File: config.mk
export PLATFORM = sky130hd
export DESIGN_NAME = base32_stream_decoder_unit
export DESIGN_NICKNAME = d
export VERILOG_FILES = /design/src/design/b32dec_pkg.sv /design/src/design/b32dec_sym_map.sv /design/src/design/b32dec_step.sv /design/src/design/base32_stream_decoder_unit.sv
export SDC_FILE = /design/constraint.sdc
export NUM_CORES = 1
export LEC_CHECK = 0
export ABC_AREA = 1
export BUFFER_PORTS_ARGS = -buffer_cell sky130_fd_sc_hd__buf_2
export CAP_MARGIN = 10
export CORE_UTILIZATION = 35
export DETAILED_ROUTE_END_ITERATION = 16
export GPL_TIMING_DRIVEN = 0
export PLACE_DENSITY = 0.55
export SYNTH_ARGS = -nofsm -noshare
export SYNTH_HDL_FRONTEND = slang
export SYNTH_SLANG_ARGS = --single-unit
File: constraint.sdc
create_clock -name i_clk -period 4.35 [get_ports i_clk]
set_input_delay 0.87 -clock i_clk [delete_from_list [all_inputs] [get_ports i_clk]]
set_output_delay 0.87 -clock i_clk [all_outputs]
set_load 0.005 [all_outputs]
File: src/design/b32dec_pkg.sv
// shared types, codes and constants of the base32 stream decoder
// no dependencies; imported by every module of the decoder
package b32dec_pkg;

    // byte counter width inside the block; the reported count has the same width
    localparam int COUNT_WIDTH = 16;
    localparam int BYTE_COUNT_W = 16;

    // alphabet register codes
    localparam logic [1:0] ALPHA_RFC   = 2'd0;
    localparam logic [1:0] ALPHA_HEX   = 2'd1;
    localparam logic [1:0] ALPHA_CROCK = 2'd2;

    // character class codes
    localparam logic [1:0] CLS_SYMBOL  = 2'd0;
    localparam logic [1:0] CLS_SPACE   = 2'd1;
    localparam logic [1:0] CLS_IGNORED = 2'd2;
    localparam logic [1:0] CLS_INVALID = 2'd3;

    // characters with a role of their own
    localparam logic [7:0] CHAR_PAD = 8'h3D;
    localparam logic [7:0] CHAR_CR  = 8'h0D;
    localparam logic [7:0] CHAR_LF  = 8'h0A;
    localparam logic [7:0] CHAR_TAB = 8'h09;
    localparam logic [7:0] CHAR_SP  = 8'h20;

    // one input transaction
    typedef struct packed {
        logic [7:0] char_code;
        logic       end_of_message;
    } t_in_item;

    // one result transaction
    typedef struct packed {
        logic [7:0]              data_byte;
        logic                    byte_valid;
        logic [1:0]              char_class;
        logic                    error_seen;
        logic                    message_done;
        logic [BYTE_COUNT_W-1:0] byte_count;
    } t_out_item;

    // lookup answer for one character
    typedef struct packed {
        logic       hit;
        logic [4:0] value;
    } t_sym;

endpackage

File: src/design/b32dec_sym_map.sv
// character to 5-bit symbol lookup for the three alphabets
// depends on b32dec_pkg
module b32dec_sym_map (
    input  logic [7:0]       i_char,
    input  logic [1:0]       i_alphabet,
    output b32dec_pkg::t_sym o_sym
);
    import b32dec_pkg::*;

    logic [7:0] folded;

    // crockford folds lower case to upper case
    always_comb begin
        if (i_char >= "a" && i_char <= "z") begin
            folded = i_char - 8'd32;
        end else begin
            folded = i_char;
        end
    end

    // per-alphabet range decode
    always_comb begin
        o_sym.hit   = 1'b0;
        o_sym.value = 5'd0;
        unique case (i_alphabet)
            ALPHA_HEX: begin
                if (i_char >= "0" && i_char <= "9") begin
                    o_sym.hit   = 1'b1;
                    o_sym.value = 5'(i_char - "0");
                end else if (i_char >= "A" && i_char <= "V") begin
                    o_sym.hit   = 1'b1;
                    o_sym.value = 5'(i_char - "A" + 8'd10);
                end
            end
            ALPHA_CROCK: begin
                if (folded >= "0" && folded <= "9") begin
                    o_sym.hit   = 1'b1;
                    o_sym.value = 5'(folded - "0");
                end else if (folded == "O") begin
                    o_sym.hit   = 1'b1;
                    o_sym.value = 5'd0;
                end else if (folded == "I" || folded == "L") begin
                    o_sym.hit   = 1'b1;
                    o_sym.value = 5'd1;
                end else if (folded >= "A" && folded <= "H") begin
                    o_sym.hit   = 1'b1;
                    o_sym.value = 5'(folded - "A" + 8'd10);
                end else if (folded == "J" || folded == "K") begin
                    o_sym.hit   = 1'b1;
                    o_sym.value = 5'(folded - "J" + 8'd18);
                end else if (folded == "M" || folded == "N") begin
                    o_sym.hit   = 1'b1;
                    o_sym.value = 5'(folded - "M" + 8'd20);
                end else if (folded >= "P" && folded <= "T") begin
                    o_sym.hit   = 1'b1;
                    o_sym.value = 5'(folded - "P" + 8'd22);
                end else if (folded >= "V" && folded <= "Z") begin
                    o_sym.hit   = 1'b1;
                    o_sym.value = 5'(folded - "V" + 8'd27);
                end
            end
            default: begin
                // rfc 4648, also for the unused code
                if (i_char >= "A" && i_char <= "Z") begin
                    o_sym.hit   = 1'b1;
                    o_sym.value = 5'(i_char - "A");
                end else if (i_char >= "2" && i_char <= "7") begin
                    o_sym.hit   = 1'b1;
                    o_sym.value = 5'(i_char - "2" + 8'd26);
                end
            end
        endcase
    end

endmodule

File: src/design/b32dec_step.sv
// message state of the decoder and the single-pass decode of one character
// depends on b32dec_pkg and b32dec_sym_map
module b32dec_step (
    input  logic                  i_clk,
    input  logic                  i_rst_n,
    input  logic                  i_advance,
    input  logic [1:0]            i_alphabet,
    input  b32dec_pkg::t_in_item  i_item,
    output b32dec_pkg::t_out_item o_result
);
    import b32dec_pkg::*;

    logic [6:0]             r_bits;
    logic [2:0]             r_count;
    logic                   r_pad;
    logic                   r_err;
    logic [COUNT_WIDTH-1:0] r_bytes;

    logic [6:0]             n_bits;
    logic [2:0]             n_count;
    logic                   n_pad;
    logic                   n_err;
    logic [COUNT_WIDTH-1:0] n_bytes;

    t_sym        sym;
    logic [11:0] acc;
    logic [3:0]  fill;
    logic [3:0]  rest;
    logic [11:0] shifted;
    logic [2:0]  keep;
    logic [7:0]  data;
    logic        full;
    logic [1:0]  cls;
    logic        is_space;

    b32dec_sym_map u_sym_map (
        .i_char     (i_item.char_code),
        .i_alphabet (i_alphabet),
        .o_sym      (sym)
    );

    // shift five bits into the residual buffer
    always_comb begin
        acc     = {r_bits, sym.value};
        fill    = {1'b0, r_count} + 4'd5;
        full    = fill >= 4'd8;
        rest    = full ? fill - 4'd8 : fill;
        keep    = rest[2:0];
        shifted = acc >> rest;
        data    = shifted[7:0];
    end

    assign is_space = (i_item.char_code == CHAR_CR) || (i_item.char_code == CHAR_LF)
                   || (i_item.char_code == CHAR_TAB) || (i_item.char_code == CHAR_SP);

    // classify the character and form the next message state
    always_comb begin
        n_bits  = r_bits;
        n_count = r_count;
        n_pad   = r_pad;
        n_err   = r_err;
        n_bytes = r_bytes;
        o_result.data_byte  = 8'd0;
        o_result.byte_valid = 1'b0;
        priority if (r_pad || r_err) begin
            cls = CLS_IGNORED;
        end else if (is_space) begin
            cls = CLS_SPACE;
        end else if (i_item.char_code == CHAR_PAD) begin
            cls   = CLS_IGNORED;
            n_pad = 1'b1;
        end else if (!sym.hit) begin
            cls   = CLS_INVALID;
            n_err = 1'b1;
        end else begin
            cls     = CLS_SYMBOL;
            n_count = keep;
            n_bits  = acc[6:0] & 7'((8'd1 << keep) - 8'd1);
            if (full) begin
                o_result.data_byte  = data;
                o_result.byte_valid = 1'b1;
                if (r_bytes != {COUNT_WIDTH{1'b1}}) begin
                    n_bytes = r_bytes + 1'b1;
                end
            end
        end
        o_result.char_class   = cls;
        o_result.error_seen   = n_err;
        o_result.message_done = i_item.end_of_message;
        o_result.byte_count   = BYTE_COUNT_W'(n_bytes);
    end

    // state moves on when the transaction passes to the result register
    always_ff @(posedge i_clk) begin
        if (!i_rst_n) begin
            r_bits  <= '0;
            r_count <= '0;
            r_pad   <= 1'b0;
            r_err   <= 1'b0;
            r_bytes <= '0;
        end else if (i_advance) begin
            if (i_item.end_of_message) begin
                r_bits  <= '0;
                r_count <= '0;
                r_pad   <= 1'b0;
                r_err   <= 1'b0;
                r_bytes <= '0;
            end else begin
                r_bits  <= n_bits;
                r_count <= n_count;
                r_pad   <= n_pad;
                r_err   <= n_err;
                r_bytes <= n_bytes;
            end
        end
    end

endmodule

File: src/design/base32_stream_decoder_unit.sv
// top level of the base32 stream decoder: handshake, input and result registers
// depends on b32dec_pkg and b32dec_step
//
// Streaming Base32 decoder. Each input transaction carries one text character
// and gives exactly one result transaction: the decoded byte when the
// character completed one, the character class, the sticky error flag and
// the running byte count; end_of_message closes the message and clears its
// state. The alphabet register (RFC 4648, base32hex, Crockford) is written
// through the configuration channel, always ready; the user must write it
// only while the decoder is idle, the block itself does not enforce this.
// Throughput is one character per clock while the output is not stalled:
// the symbol lookup and the residual shift sit in one stage between the
// input register and the result register. The input side stalls only while
// both registers are full and the output is stalled.
module base32_stream_decoder_unit (
    input  logic                  i_clk,
    input  logic                  i_rst_n,
    input  logic                  i_in_valid,
    output logic                  o_in_stall,
    input  b32dec_pkg::t_in_item  i_in_data,
    output logic                  o_out_valid,
    input  logic                  i_out_stall,
    output b32dec_pkg::t_out_item o_out_data,
    input  logic                  i_cfg_valid,
    output logic                  o_cfg_ready,
    input  logic [1:0]            i_cfg_data
);
    import b32dec_pkg::*;

    logic [1:0] r_alpha;
    logic      r_in_valid;
    t_in_item  r_in_item;
    logic      r_out_valid;
    t_out_item r_out_item;
    t_out_item result;
    logic      advance;
    logic      accept;

    // configuration register write
    assign o_cfg_ready = 1'b1;

    always_ff @(posedge i_clk) begin
        if (!i_rst_n) begin
            r_alpha <= ALPHA_RFC;
        end else if (i_cfg_valid && o_cfg_ready) begin
            r_alpha <= i_cfg_data;
        end
    end

    // result register frees up when empty or taken this cycle
    assign advance    = r_in_valid && (!r_out_valid || !i_out_stall);
    assign o_in_stall = r_in_valid && !advance;
    assign accept     = i_in_valid && !o_in_stall;

    // input register
    always_ff @(posedge i_clk) begin
        if (!i_rst_n) begin
            r_in_valid <= 1'b0;
        end else if (accept) begin
            r_in_valid <= 1'b1;
        end else if (advance) begin
            r_in_valid <= 1'b0;
        end
    end

    always_ff @(posedge i_clk) begin
        if (accept) begin
            r_in_item <= i_in_data;
        end
    end

    b32dec_step u_step (
        .i_clk      (i_clk),
        .i_rst_n    (i_rst_n),
        .i_advance  (advance),
        .i_alphabet (r_alpha),
        .i_item     (r_in_item),
        .o_result   (result)
    );

    // result register
    always_ff @(posedge i_clk) begin
        if (!i_rst_n) begin
            r_out_valid <= 1'b0;
        end else if (advance) begin
            r_out_valid <= 1'b1;
        end else if (!i_out_stall) begin
            r_out_valid <= 1'b0;
        end
    end

    always_ff @(posedge i_clk) begin
        if (advance) begin
            r_out_item <= result;
        end
    end

    assign o_out_valid = r_out_valid;
    assign o_out_data  = r_out_item;

endmodule
==> results.md, run 1 <==
* Crit-path max FO at 10
* Syn Inst Count at around 720
* Vias per std cell at 4.992
* Crit start category: flip-flop
* Die Area at around 15000 sq um
* Setup TNS at 0 ns
* Worst setup path class: reg -> reg
* Total Wirelength at about 13000 um
* Worst path top cell family by delay: simple AND/OR/NAND/NOR gates
* Total CTS buffers at 9
* Syn Area/Cell at 7.145 sq um
* Worst-path cell chain: clkbuf_2, inv_1, ha_1, nand3_1, nand2_1, nand3_2, nand2_1, nand2_2, nand2_1, inv_2, o21bai_4, o21bai_2, nand2_2, inv_1, nor2_1, a21boi_0, o21ai_0, nand3_1, nand3_1, nand2_1, a21oi_1, nand2_1, inv_1
* Critical Path End Type: flip-flop
* Yosys top cell area share at between 20% and 30%
* Register area at around 1800 sq um
* Final setup viols at 0
* Tot Pwr at approximately 0.0018 W
* Maxcap violations at 0
* Initial Utilization at a little over a third
* Leakage power at 2.666 nW
* Slew @ Worst Pin at about 0.76 ns
* Core footprint at ~14000 sq um
* # diodes at 0
* Nets at just over 800
* TritonCTS clock tree: built
* Synth area leaders: edfxtp_1 22%, nand2_1 14%, dfxtp_1 13%
* Synth unique cells at 51
* Multi-input logic area at roughly 2900 sq um
* DIE HEIGHT at roughly 120 um
* Antenna violations before repair at 0
* Drt pass-1 iters at 5
* FILL cells at around 1500
* Total number of vias at around 4800
* Area of the mapped netlist at between 5000 and 6000 sq um
* Max frequency at 250.7 MHz
* Mapped Nets at 757
* Req. time, crit path at roughly 4.6 ns
* WL/cell at between 10 and 15 um
* # port buffers at 46
* Vias in the first global route at around 4500
* Final HPWL DP at 10020 um
* Critical Path AT at between 4 and 5 ns
* Skew-Pair Late Insertion Delay at approximately 0.34 ns
* Die width at roughly 120 um
* Dominant synthesized flop cell: edfxtp_1
* Run status: complete, no violations
* Largest net degree at the start of global routing at 35
* GRT Overall Usage at between 15 and 20%
* DRT antenna net count at 0
* R2R Setup Slk at 0.36 ns
* Clock Tree Buf Depth at 2
* Slowest Stage Delay on Critical Path at ~0.47 ns
* DRC Markers at 0
* Unrepaired setup endpoints after global routing: no
* Initial DRC Count at roughly 290
* Root buf cell: clkbuf_16
* Layout Skew at 0.007066 ns
* Most frequent CP cell: nand2_1
* GPL Wtd Cong at just over 0.9
* Post-synthesis register bit count at 70
* Biggest area consumer among synthesized cells: edfxtp_1
* Fin. Hold Viols at 0
* Seq/Total Area, Yosys at between 30% and 40%
* Overflow after GRT at 0
* Crit share post-route at between 90% and 100%
* Post-CTS setup buffers at 0
* Slew Limit Fails at 0
* CTS Sinks at 70
* Ys Warns at 0
* Crit path buffers/inverters at 5
* Reg clk slew, reported paths at about 0.060 ns
* Row cnt at 43
* Pwr Density at roughly 300 nW/um^2
* Number of top-level pins at between 40 and 50
* Rel. slew slack at between 40% and 50%
* First-pass GRT wire length at approximately 21000 um
* Max VDD drop at 0.0001953 V
* Area growth, synth to finish at 15.26%
* Post-synth EDFFs at 38
* Async S/R FF share, synth at 0%
* Worst min path class: reg -> reg
* Share of cells above drive strength 1 at around 16%
* Slowest cell on crit path: edfxtp_1
* H-tree Lvls at 3
* Period minus WS final at ~4 ns
==> worst reg2reg max path, stage by stage, from the launching register on <==
cell	delay, ns
edfxtp_1	0.47
clkbuf_2	0.27
inv_1	0.28
ha_1	0.26
nand3_1	0.21
nand2_1	0.15
nand3_2	0.12
nand2_1	0.09
nand2_2	0.07
nand2_1	0.09
inv_2	0.06
o21bai_4	0.17
o21bai_2	0.15
nand2_2	0.13
inv_1	0.17
nor2_1	0.05
a21boi_0	0.12
o21ai_0	0.39
nand3_1	0.18
nand3_1	0.11
nand2_1	0.08
a21oi_1	0.15
nand2_1	0.07
inv_1	0.05
==> sequential cells by signal (all words and copies together), names as in the netlist <==
name,count
o_out_data,29
o_out_valid,1
r_alpha,2
r_in_item,9
r_in_valid,1
u_step.r_bits,7
u_step.r_bytes,16
u_step.r_count,3
u_step.r_err,1
u_step.r_pad,1
==> cells in the final DEF, fill, tap and decap left out, drive strengths merged <==
cell and instances:
a21boi 1, a21oi 54, a31oi 2, and2 8
and3 1, buf 53, bufinv 1, clkbuf 20
clkinv 5, clkinvlp 1, conb 1, dfxtp 32
edfxtp 38, ha 25, inv 94, nand2 217
nand3 56, nand4 19, nor2 63, nor3 3
nor3b 2, nor4 3, o211ai 6, o21a 2
o21ai 40, o21bai 5, o22ai 4, o31ai 2
or2 3, xnor2 3, xor2 15
==> final cells by class <==
| cell class | count | area share (%) |
|---|---|---|
| buffer | 17 | 1.400 |
| clock buffer | 9 | 3.819 |
| clock inverter | 7 | 1.209 |
| inverter | 94 | 6.196 |
| multi-input combinational | 535 | 49.10 |
| sequential | 70 | 30.21 |
| tap | 180 | 3.819 |
| timing repair buffer | 47 | 4.244 |
==> Yosys cell counts, drive strengths merged, types with 4 or more instances <==
library cell / instances
nand2: 217
nand4: 19
o21bai: 5
edfxtp: 38
o22ai: 4
o211ai: 6
buf: 6
dfxtp: 32
and2: 8
a21oi: 54
nand3: 56
nor2: 63
inv: 92
clkbuf: 11
o21ai: 40
xor2: 15
ha: 25
==> layer usage <==
layer / wire, um / vias to the layer above / track usage, %
li1: - / 2465 / -
met1: 6178 / 2175 / 24.05
met2: 5914 / 127 / 28.90
met3: 652 / 20 / 4.336
met4: 282 / 0 / 7.622
met5: 0 / - / 0
==> what timing repair did <==
action,4_1_cts,5_1_grt
setup endpoints to repair,0,3
resized for setup,0,2
hold buffers,0,0
hold endpoints to repair,0,0
==> logic make-up (layout without fill, tap and decap cells) <==
| logic type | count (synthesis) | after routing | synth area share, % |
|---|---|---|---|
| AND/OR/NAND/NOR | 375 | 375 | 34.46 |
| other | 1 | 1 | 0.07330 |
| AO/OA/AOI/OAI | 116 | 116 | 12.72 |
| XOR/XNOR | 18 | 18 | 3.082 |
| adder cells (fa/ha/maj) | 25 | 25 | 6.114 |
| buffers and inverters | 111 | 174 | 8.731 |
| flip-flops | 70 | 70 | 34.82 |
==> metrics by stage <==
| stage | hold slack (ns) | instance area, sq um | util (%) | std cells | setup WS (ns) |
|---|---|---|---|---|---|
| 5_1_grt | 0.4961 | 5897 | 41.83 | 959 | 0.08325 |
| 4_1_cts | 0.4531 | 5896 | 41.83 | 959 | 0.2716 |
| 3_5_place_dp | 0.4441 | 5599 | 39.72 | 943 | 0.2879 |
| 2_1_floorplan | 0.4272 | 5116 | - | 716 | 0.4692 |
| 6_report | 0.4533 | 5897 | 41.83 | 959 | 0.3604 |
| 3_3_place_gp | 0.4378 | 5572 | 39.53 | 942 | -1.218 |
==> final timing paths <==
check | from | end | cells past startpoint
setup / recovery | r_in_item[1] | o_out_data[21] | 23
hold / removal | u_step.r_pad | u_step.r_pad | 2
setup reg to reg | r_in_item[1] | o_out_data[21] | 23
hold reg to reg | u_step.r_pad | u_step.r_pad | 2
==> where the power goes <==
group / switching (W) / internal [W] / leakage [nW]
Sequential: 0.0000152 / 0.000720 / 0.639
Clock: 0.000294 / 0.000444 / 0.142
Combinational: 0.000219 / 0.000105 / 1.89
Power figures use the tool's default switching activity.
==> inputs of run 2 (changes only) <==
ABC_AREA = default   (was 1)
==> run 2 against run 1 <==
- sequential power grew 0.8%
- routed wire length grew 19%
- register-to-register slack lost 0.23 ns
- global-route usage grew 2.0 points
- via count grew 4.7%
- total power grew 5.6%
- sequential cell count is the same
- clock skew is essentially flat
- critical endpoint unchanged
==> results.md, run 2 <==
* Run status: complete, no violations (unchanged)
* WL/cell at 18.14 um (was 13.58 um)
* Period minus WS final at 4.215 ns (was 3.990 ns)
* DRC Markers at 0 (unchanged)
* Antenna violations before repair at 0 (unchanged)
* Post-route cell area at 6126 sq um (was 5897 sq um)
* Rel. slew slack at 13.88% (was 48.62%)
* Ys Warns at 0 (unchanged)
* Place WS at -1.010 ns (was 0.2879 ns)
* Unrepaired setup endpoints after global routing: no (unchanged)
* Total number of vias at 5013 (was 4787)
* Worst min path class: reg -> reg (unchanged)
* Hold slack final at 0.4937 ns (was 0.4533 ns)
* DP Area at 5654 sq um (was 5599 sq um)
* Seq/Total Area, Yosys at 34.31% (was 34.83%)
* Clock Tree Buf Depth at 2 (unchanged)
* Post-synthesis register bit count at 70 (unchanged)
* Post-Synth Simple-Gate Area at 22.34% (was 34.46%)
* Critical Path End Type: flip-flop (unchanged)
* # port buffers at 46 (unchanged)
* Drt pass-1 iters at 5 (unchanged)
* Final setup viols at 0 (unchanged)
* Slowest Stage Delay on Critical Path at 0.56 ns (was 0.47 ns)
* Root buf cell: clkbuf_16 (unchanged)
* Initial Utilization at 35.86% (was 36.30%)
* Vias per std cell at 5.877 (was 4.992)
* TritonCTS clock tree: built (unchanged)
* GPL Wtd Cong at 0.8954 (was 0.9324)
* Synth cell count leaders: 59 x nor2_1, 56 x nand2_1, 48 x a21oi_1, 38 x edfxtp_1, 32 x dfxtp_1 (was 195 x nand2_1, 83 x inv_1, 54 x nor2_1, 53 x a21oi_1, 51 x nand3_1)
* Worst-path cell chain: buf_4, clkinvlp_4, ha_1, buf_4, or4b_4, or2_4, a31o_1, a221oi_4, o22a_2, a221oi_1, o311a_1, a221oi_4, a21oi_1, a311oi_1 (was clkbuf_2, inv_1, ha_1, nand3_1, nand2_1, nand3_2, nand2_1, nand2_2, nand2_1, inv_2, o21bai_4, o21bai_2, nand2_2, inv_1, nor2_1, a21boi_0, o21ai_0, nand3_1, nand3_1, nand2_1, a21oi_1, nand2_1, inv_1)
* Total Wirelength at 15470 um (was 13030 um)
* Pwr Density at 309.5 nW/um^2 (was 304.6 nW/um^2)
* First-pass GRT wire length at 23870 um (was 21440 um)
* Worst setup path class: reg -> reg (unchanged)
* Yosys top cell area share at 21.98% (was 22.30%)
* DIE HEIGHT at 123.8 um (was 122.9 um)
* Crit share post-route at 96.90% (was 91.71%)
* Syn Area/Cell at 8.640 sq um (was 7.145 sq um)
* Syn Inst Count at 601 (was 716)
* Share of cells above drive strength 1 at 18.54% (was 15.53%)
* Core footprint at 14480 sq um (was 14100 sq um)
* Crit-path max FO at 10 (unchanged)
* Post-synth EDFFs at 38 (unchanged)
* Slew @ Worst Pin at 1.259 ns (was 0.7627 ns)
* Complex-gate fraction of the synthesized area at 25.49% (was 12.72%)
* Overflow after GRT at 0 (unchanged)
* Total CTS buffers at 9 (unchanged)
* Nets at 705 (was 815)
* Biggest area consumer among synthesized cells: edfxtp_1 (unchanged)
* R2R Setup Slk at 0.13 ns (was 0.36 ns)
* Vias in the first global route at 4504 (was 4487)
* Req. time, crit path at 4.50 ns (was 4.57 ns)
* Mapped Nets at 642 (was 757)
* Area of the mapped netlist at 5192 sq um (was 5116 sq um)
* Worst setup path endpoint: o_out_data[21] (unchanged)
* Crit start category: flip-flop (unchanged)
* Largest net degree at the start of global routing at 39 (was 35)
* Tot Pwr at 0.001896 W (was 0.001796 W)
* Layout Skew at 0.006617 ns (was 0.007066 ns)
* Fin. Hold Viols at 0 (unchanged)
* Initial DRC Count at 379 (was 293)
* Skew-Pair Late Insertion Delay at 0.34 ns (about the same)
* Synth Area in Adders at 6.024% (was 6.114%)
* Synth unique cells at 89 (was 51)
* Area growth, synth to finish at 17.98% (was 15.26%)
* Highest-count cells in the layout ignoring fill and taps: 59 x nor2_1, 56 x nand2_1, 52 x buf_2 (was 195 x nand2_1, 83 x inv_1, 53 x nor2_1, 53 x a21oi_1, 51 x nand3_1)
* FF-to-FF path depth at 14 (was 23)
* Final HPWL DP at 11430 um (was 10020 um)
* Startpoint of the worst hold path: u_step.r_bytes[7] (was u_step.r_pad)
* GRT Overall Usage at 20.34% (was 18.36%)
* Dominant synthesized flop cell: edfxtp_1 (unchanged)
* H-tree Lvls at 3 (unchanged)
* Async S/R FF share, synth at 0% (unchanged)
* Leakage power at 2.253 nW (was 2.666 nW)
* Slowest cell on crit path: or4b_4 (was edfxtp_1)
* Crit path setup slack, layout at 0.1347 ns (was 0.3604 ns)
* Most frequently used cell type in the post-synthesis netlist: nor2_1 (was nand2_1)
* DRT antenna net count at 0 (unchanged)
* Largest family of logic cells by synthesized area: compound AO/OA/AOI/OAI gates (was simple AND/OR/NAND/NOR gates)
* Synth area leaders: edfxtp_1 22%, dfxtp_1 12%, ha_1 6.0% (was edfxtp_1 22%, nand2_1 14%, dfxtp_1 13%)
* Post-synthesis mux area share at 3.012% (was 0%)
* Slew Limit Fails at 0 (unchanged)
* Max reg flops at 29 (unchanged)
* Die width at 123.8 um (was 122.9 um)
* Crit path launch: r_in_item[1] (unchanged)
* Critical Path AT at 4.37 ns (was 4.21 ns)
* Max frequency at 237.2 MHz (was 250.7 MHz)
* FF-to-FF End: o_out_data[21] (unchanged)
* Max VDD drop at 0.0001608 V (was 0.0001953 V)
* # diodes at 0 (unchanged)
* Reg clk slew, reported paths at 0.06 ns (about the same)
* Maxcap violations at 0 (unchanged)
* Die Area at 15330 sq um (was 15110 sq um)
* RR Startpoint: r_in_item[1] (unchanged)
* CTS Sinks at 70 (unchanged)
* CTS Hold Bufs at 0 (unchanged)
* Row cnt at 44 (was 43)
* Number of top-level pins at 48 (unchanged)
* Commonest non-fill, non-tap cell in the layout: nor2_1 (was nand2_1)
* Post-synthesis xor/xnor area fraction at 3.880% (was 3.081%)
==> run 2: critical path: cells and delay by family (launching register included) <==
family | cells | cell delay, ns
compound gates | 8 | 2.08
fa+ha+maj | 1 | 0.15
buf+inv | 3 | 0.52
flops | 1 | 0.40
simple gates | 2 | 0.87
==> run 2: worst min path at each step <==
stage                                    to  slack (ns)  depth (start not counted)
after CTS                 u_step.r_bytes[7]        0.49                          2
after global placement    u_step.r_bytes[7]        0.46                          2
after detailed placement  u_step.r_bytes[7]        0.48                          2
after global routing       u_step.r_bits[6]        0.53                          2
after floorplan                 o_out_valid        0.45                          2
final                     u_step.r_bytes[7]        0.49                          2
==> run 2: cell families (layout without fill, tap and decap cells) <==
| group | count (synthesis) | count (layout) |
|---|---|---|
| DFF | 70 | 70 |
| xor gates and xnor gates | 23 | 23 |
| and+or+nand+nor | 225 | 225 |
| adders and majority gates | 25 | 25 |
| muxes | 15 | 15 |
| buffers and inverters | 60 | 128 |
| other | 1 | 1 |
| AOI/OAI and AO/OA | 182 | 182 |
==> run 2: timing repair <==
action / 4_1_cts / 5_1_grt
cloned: 0 / 0
pin swaps: 1 / 4
resized for setup: 13 / 12
buffers inserted: 2 / 5
setup endpoints to repair: 51 / 32
==> run 2: layout make-up <==
| type | count | area, sq um |
|---|---|---|
| clock buffer | 9 | 225.2 |
| fill | 1466 | 8353 |
| timing repair buffer | 53 | 282.8 |
| sequential | 70 | 1782 |
| inverter | 25 | 97.59 |
| buffer | 34 | 163.9 |
| multi-input combinational | 471 | 3272 |
| tap | 184 | 230.2 |
| clock inverter | 7 | 72.57 |
==> run 2: routing by layer <==
metal	share of wire, %	track usage [%]	up-vias
met4	2.4	6.627	0
li1	-	-	2391
met1	47	28.29	2404
met3	5.2	3.297	31
met5	0	0	-
met2	46	31.84	187
==> run 2: metrics by stage <==
step	utilization [%]	setup TNS, ns	cells
after floorplan	-	0	601
after global placement	39.04	-14.62	831
after detailed placement	39.05	-12.99	831
after CTS	41.63	0	849
after global routing	42.31	0	853
final	42.31	0	853
==> run 2: where the power goes <==
part	switching [W]	internal (W)	total, W
Combinational	0.000269	0.000149	0.000417
Sequential	0.0000162	0.000724	0.000741
Clock	0.000294	0.000444	0.000738
Total	0.000578	0.00132	0.00190
